### config.mk
export PLATFORM = sky130hd
export DESIGN_NAME = mcp_queue
export DESIGN_NICKNAME = d
export VERILOG_FILES = /design/src/rtl/core/mcp_pkg.sv /design/src/rtl/core/mcp_queue.sv
export SDC_FILE = /design/constraint.sdc
export NUM_CORES = 1
export LEC_CHECK = 0
export ABC_AREA = 1
export BUFFER_PORTS_ARGS = -buffer_cell sky130_fd_sc_hd__buf_2
export CAP_MARGIN = 0
export CORE_AREA = 2 2 98 100
export DETAILED_ROUTE_END_ITERATION = 7
export DIE_AREA = 0 0 100 102
export GPL_ROUTABILITY_DRIVEN = 0
export GPL_TIMING_DRIVEN = 0
export PLACE_DENSITY = 0.87
export SKIP_CTS_REPAIR_TIMING = 1
export SKIP_LAST_GASP = 1
export SLEW_MARGIN = 40
export SYNTH_ARGS = -nofsm -noshare
export SYNTH_HDL_FRONTEND = slang
export SYNTH_SLANG_ARGS = --single-unit
export TNS_END_PERCENT = 50
### constraint.sdc
create_clock -name i_clk -period 3.9 [get_ports i_clk]
set_input_delay 0.78 -clock i_clk [delete_from_list [all_inputs] [get_ports i_clk]]
set_output_delay 0.78 -clock i_clk [all_outputs]
set_load 0.02 [all_outputs]
### src/rtl/core/mcp_pkg.sv
// ---------------------------------------------------------------------------
// mcp_pkg: shared types and constants of the Monte Carlo option pricer
// Configuration layout, queue entry format and a 32-bit saturation helper.
// ---------------------------------------------------------------------------
package mcp_pkg;

    localparam int CFG_IDX_W = 3;

    localparam logic [CFG_IDX_W-1:0] CFG_FORWARD  = 3'd0;
    localparam logic [CFG_IDX_W-1:0] CFG_STRIKE   = 3'd1;
    localparam logic [CFG_IDX_W-1:0] CFG_VOL      = 3'd2;
    localparam logic [CFG_IDX_W-1:0] CFG_MATURITY = 3'd3;
    localparam logic [CFG_IDX_W-1:0] CFG_DISCOUNT = 3'd4;
    localparam logic [CFG_IDX_W-1:0] CFG_PUT      = 3'd5;
    localparam logic [CFG_IDX_W-1:0] CFG_ANTI     = 3'd6;

    localparam logic [16:0] DF_RESET = 17'd65536;
    localparam logic [31:0] MAX32    = 32'hFFFF_FFFF;

    localparam int QUEUE_DEPTH = 4;
    localparam int QPTR_W      = 2;
    localparam int QCNT_W      = 3;

    typedef struct packed {
        logic [31:0] forward;
        logic [31:0] strike;
        logic [17:0] volatility;
        logic [23:0] maturity;
        logic [16:0] discount;
        logic        put_not_call;
        logic        antithetic;
    } t_cfg;

    typedef struct packed {
        logic [31:0] payoff;
        logic        last;
    } t_qent;

    function automatic logic [31:0] sat32(input logic [63:0] v);
        sat32 = (v > 64'(MAX32)) ? MAX32 : v[31:0];
    endfunction

endpackage

### src/rtl/core/mcp_queue.sv
// ---------------------------------------------------------------------------
// mcp_queue: payoff queue
// Small FIFO between path evaluation and accumulation.
// ---------------------------------------------------------------------------
module mcp_queue (
    input  logic           i_clk,
    input  logic           i_rst_n,
    input  logic           i_push,
    input  mcp_pkg::t_qent i_entry,
    output logic           o_full,
    input  logic           i_pop,
    output logic           o_valid,
    output mcp_pkg::t_qent o_entry
);
    import mcp_pkg::*;

    t_qent             r_mem [QUEUE_DEPTH];
    logic [QPTR_W-1:0] r_wr, r_rd;
    logic [QCNT_W-1:0] r_count;
    logic              push_ok, pop_ok;

    always_comb begin
        o_full  = (r_count == QCNT_W'(QUEUE_DEPTH));
        o_valid = (r_count != '0);
        o_entry = r_mem[r_rd];
        push_ok = i_push && !o_full;
        pop_ok  = i_pop && o_valid;
    end

    always_ff @(posedge i_clk) begin
        if (push_ok) r_mem[r_wr] <= i_entry;
    end

    always_ff @(posedge i_clk) begin
        if (!i_rst_n) begin
            r_wr    <= '0;
            r_rd    <= '0;
            r_count <= '0;
        end else begin
            if (push_ok) r_wr <= r_wr + 1'b1;
            if (pop_ok)  r_rd <= r_rd + 1'b1;
            case ({push_ok, pop_ok})
                2'b10:   r_count <= r_count + 1'b1;
                2'b01:   r_count <= r_count - 1'b1;
                default: r_count <= r_count;
            endcase
        end
    end

    a_count_bound: assert property (@(posedge i_clk) disable iff (!i_rst_n)
        r_count <= QCNT_W'(QUEUE_DEPTH))
        else $error("queue count above depth");

    a_push_only: assert property (@(posedge i_clk) disable iff (!i_rst_n)
        (push_ok && !pop_ok) |=> (r_count == $past(r_count) + 1'b1))
        else $error("queue count did not rise on push");

    a_pop_only: assert property (@(posedge i_clk) disable iff (!i_rst_n)
        (pop_ok && !push_ok) |=> (r_count == $past(r_count) - 1'b1))
        else $error("queue count did not fall on pop");

    a_ptr_gap: assert property (@(posedge i_clk) disable iff (!i_rst_n)
        (r_count == '0 || r_count == QCNT_W'(QUEUE_DEPTH)) |-> (r_wr == r_rd))
        else $error("queue pointers out of step");

endmodule

==> reports/results.tsv <==
metric	value	unit
Sw Ratio	30.3	%
Crit path largest cell delay	0.38	ns
Die Width	100	um
largest cells by area after synthesis	edfxtp_1 (73%), nor2_1 (5.3%), o21ai_0 (4.6%)	
DRC viols	0	
syn_nets	431	
Combinational Power Share	24.9	%
total CTS buffers	17	
top cell type's share of synthesized area	73.4	%
GRT Total Usage	26.1	%
final slew viol count	0	
worst setup path category	register to output pin	
Sum Neg Setup Slack	0	ns
Peak supply drop	467	uV
CTS H-tree depth	4	
Synthesis Warnings	0	
max cap viols	0	
Worst Setup Slack, final	1.10	ns
area leader, netlist	edfxtp_1	
first-pass GRT wire length	19.0	mm
Hold Fails Final Rpt	0	
clk_lat worst skew	0.53	ns
Reg2Reg Depth	12	
clock skew	0.00934	ns
CTS tree	yes	
CTS root buf	clkbuf_8	
CTS Buffer Depth	2	
PortBufs	71	
Initial Utilization	59.3	%
total power	4930	uW
syn avg cell area	13.9	um^2
Post-DRT Antenna Nets	0	
clk sink count	141	
pwr dens	730	mW/mm^2
drt first pass iters	4	
Clock Power Share	37.4	%
Final min period	2.80	ns
Top-Level Pins	72	
Reg clk slew, reported paths	0.06	ns
Internal Power	3430	uW
FMAX	357	MHz
ANT cells	0	
Reg-to-Reg Start	r_count[1]$_SDFFE_PN0P_	
Critical Path RT	3.12	ns
Sequential Power Share	37.6	%
WP data arrival	2.02	ns
fill count	515	
Syn Inst Count	388	
worst hold path class	input port to register	
hold path depth	1	
layout cell share with drive strength beyond 1	27.3	%
core region area	0.00911	mm^2
pin count of the biggest net entering global routing	17	
Yosys reg bits	141	
status	complete, no violations	
WHS Endpoint	r_mem[1][19]$_DFFE_PP_	
grt total ovfl	0	
initial antenna violation count	0	
R2R Path End	r_count[2]$_SDFFE_PN0P_	
Die Y-Extent	102	um
flop-to-flop setup slack	1.89	ns
per-cell routed wire length	20.9	um
DR vias	3583	
commonest non-fill, non-tap cells in the layout	edfxtp_1 (132), buf_2 (78), nor2_1 (72)	
die area	0.0102	mm^2
Seq/Total Area, Yosys	76.7	%
DP HPWL	7.55	mm
Slowest cell on crit path	clkbuf_1	
Area Growth Syn to Fin	25.0	%
Unique masters post-synth	19	
Crit Path Max Fanout	10	
Worst Max-Slew Pin Slew	0.467	ns
max_slew headroom	68.9	%
placed insts	578	
via density per instance	5.87	
pre-CTS setup slack	1.62	ns
Total Wirelength	12.7	mm
Rows	35	
static leakage	0.00250	uW
Cell Chain, Critical Path	inv_2, clkbuf_1, o21ai_0, o22ai_1, buf_2	
final worst path period share	71.8	%
Nets	529	
min-delay src	i_entry[19]	
RSZ-0062 raised after global routing	false	
vias in the first global route	3581	
synthesized cell area	0.00540	mm^2
Setup crit start kind	register	
Starting DRT DRC Count	290	
kind of end point of the critical path	output pin	
fin cells	610	
final setup fails	0	
Switch Pwr	1500	uW
commonest non-fill, non-tap cell in the layout	edfxtp_1	
[per-stage QoR]
stage                     hold slack (ns)  util, %  cell area (um^2)
final                               0.460     74.2              6760
after global routing                0.455     74.2              6760
after CTS                           0.453     74.2              6760
after detailed placement            0.493     66.7              6070
after global placement              0.486     64.8              5900
after floorplan                     0.462        -              5400
[worst max path at each step]
| stage | startpoint | to | depth (start not counted) |
|---|---|---|---|
| after global routing | register | o_entry[1] | 5 |
| after global placement | i_push | r_mem[3][9]$_DFFE_PP_ | 3 |
| after detailed placement | i_push | r_count[2]$_SDFFE_PN0P_ | 11 |
| after CTS | register | o_entry[1] | 5 |
| final | register | o_entry[1] | 5 |
| after floorplan | i_push | r_mem[0][0]$_DFFE_PP_ | 2 |
[power groups by stage]
stage	registers [uW]	logic [uW]	clock network, uW
after floorplan	1870	767	0
after global placement	1880	1110	0
after detailed placement	1880	1200	0
after CTS	1850	1230	1850
after global routing	1860	1330	1920
final	1860	1230	1850
[metal layers]
metal | up-vias | routed length, um | global-route usage, %
met5 | - | 0 | 0
met4 | 0 | 360 | 11.4
met3 | 33 | 1010 | 7.66
met2 | 205 | 6860 | 46.1
met1 | 1720 | 4510 | 29.7
li1 | 1625 | - | -
[registers in the layout (all words and copies together) (netlist names), named ones only]
| signal | cells |
|---|---|
| r_mem | 132 |
| r_count | 3 |
| r_rd | 2 |
| r_wr | 2 |
[area by class of cell]
class                           count  area [um^2]  share of cell area, %
Sequential cell                   141         4140                   61.3
Buffer                             20          165                   2.44
Inverter                           19         71.3                   1.06
Clock inverter                     15          269                   3.98
Clock buffer                       17          414                   6.13
Timing Repair Buffer               79          500                   7.41
Multi-Input combinational cell    208         1050                   15.6
Tap cell                          111          139                   2.06
[cell usage after synthesis]
cell      count
clkbuf_2      2
buf_2         7
nor2_1       76
nand2_2       1
a21oi_1       5
fa_1          1
o21ai_0      50
clkbuf_1      1
nand2_1      14
dfxtp_1       9
nand3_1       5
inv_1        17
edfxtp_1    132
ha_1          5
o21ai_1      18
buf_6         9
o22ai_1      33
buf_8         1
inv_2         2
[critical path: cells and delay by family (launching register included)]
family | cells | cell delay, ns
AO/OA/AOI/OAI | 2 | 0.45
flip-flops | 1 | 0.36
buffers and inverters | 3 | 0.69
[cell families (layout without fill, tap and decap cells)]
| kind of cell | Yosys count | count (layout) | synth area share (%) |
|---|---|---|---|
| flops | 141 | 141 | 76.7 |
| compound gates | 106 | 106 | 10.6 |
| simple gates | 96 | 96 | 6.83 |
| buf+inv | 39 | 150 | 4.38 |
| fa+ha+maj | 6 | 6 | 1.53 |
Note: power is estimated with default switching activity, not from simulation.
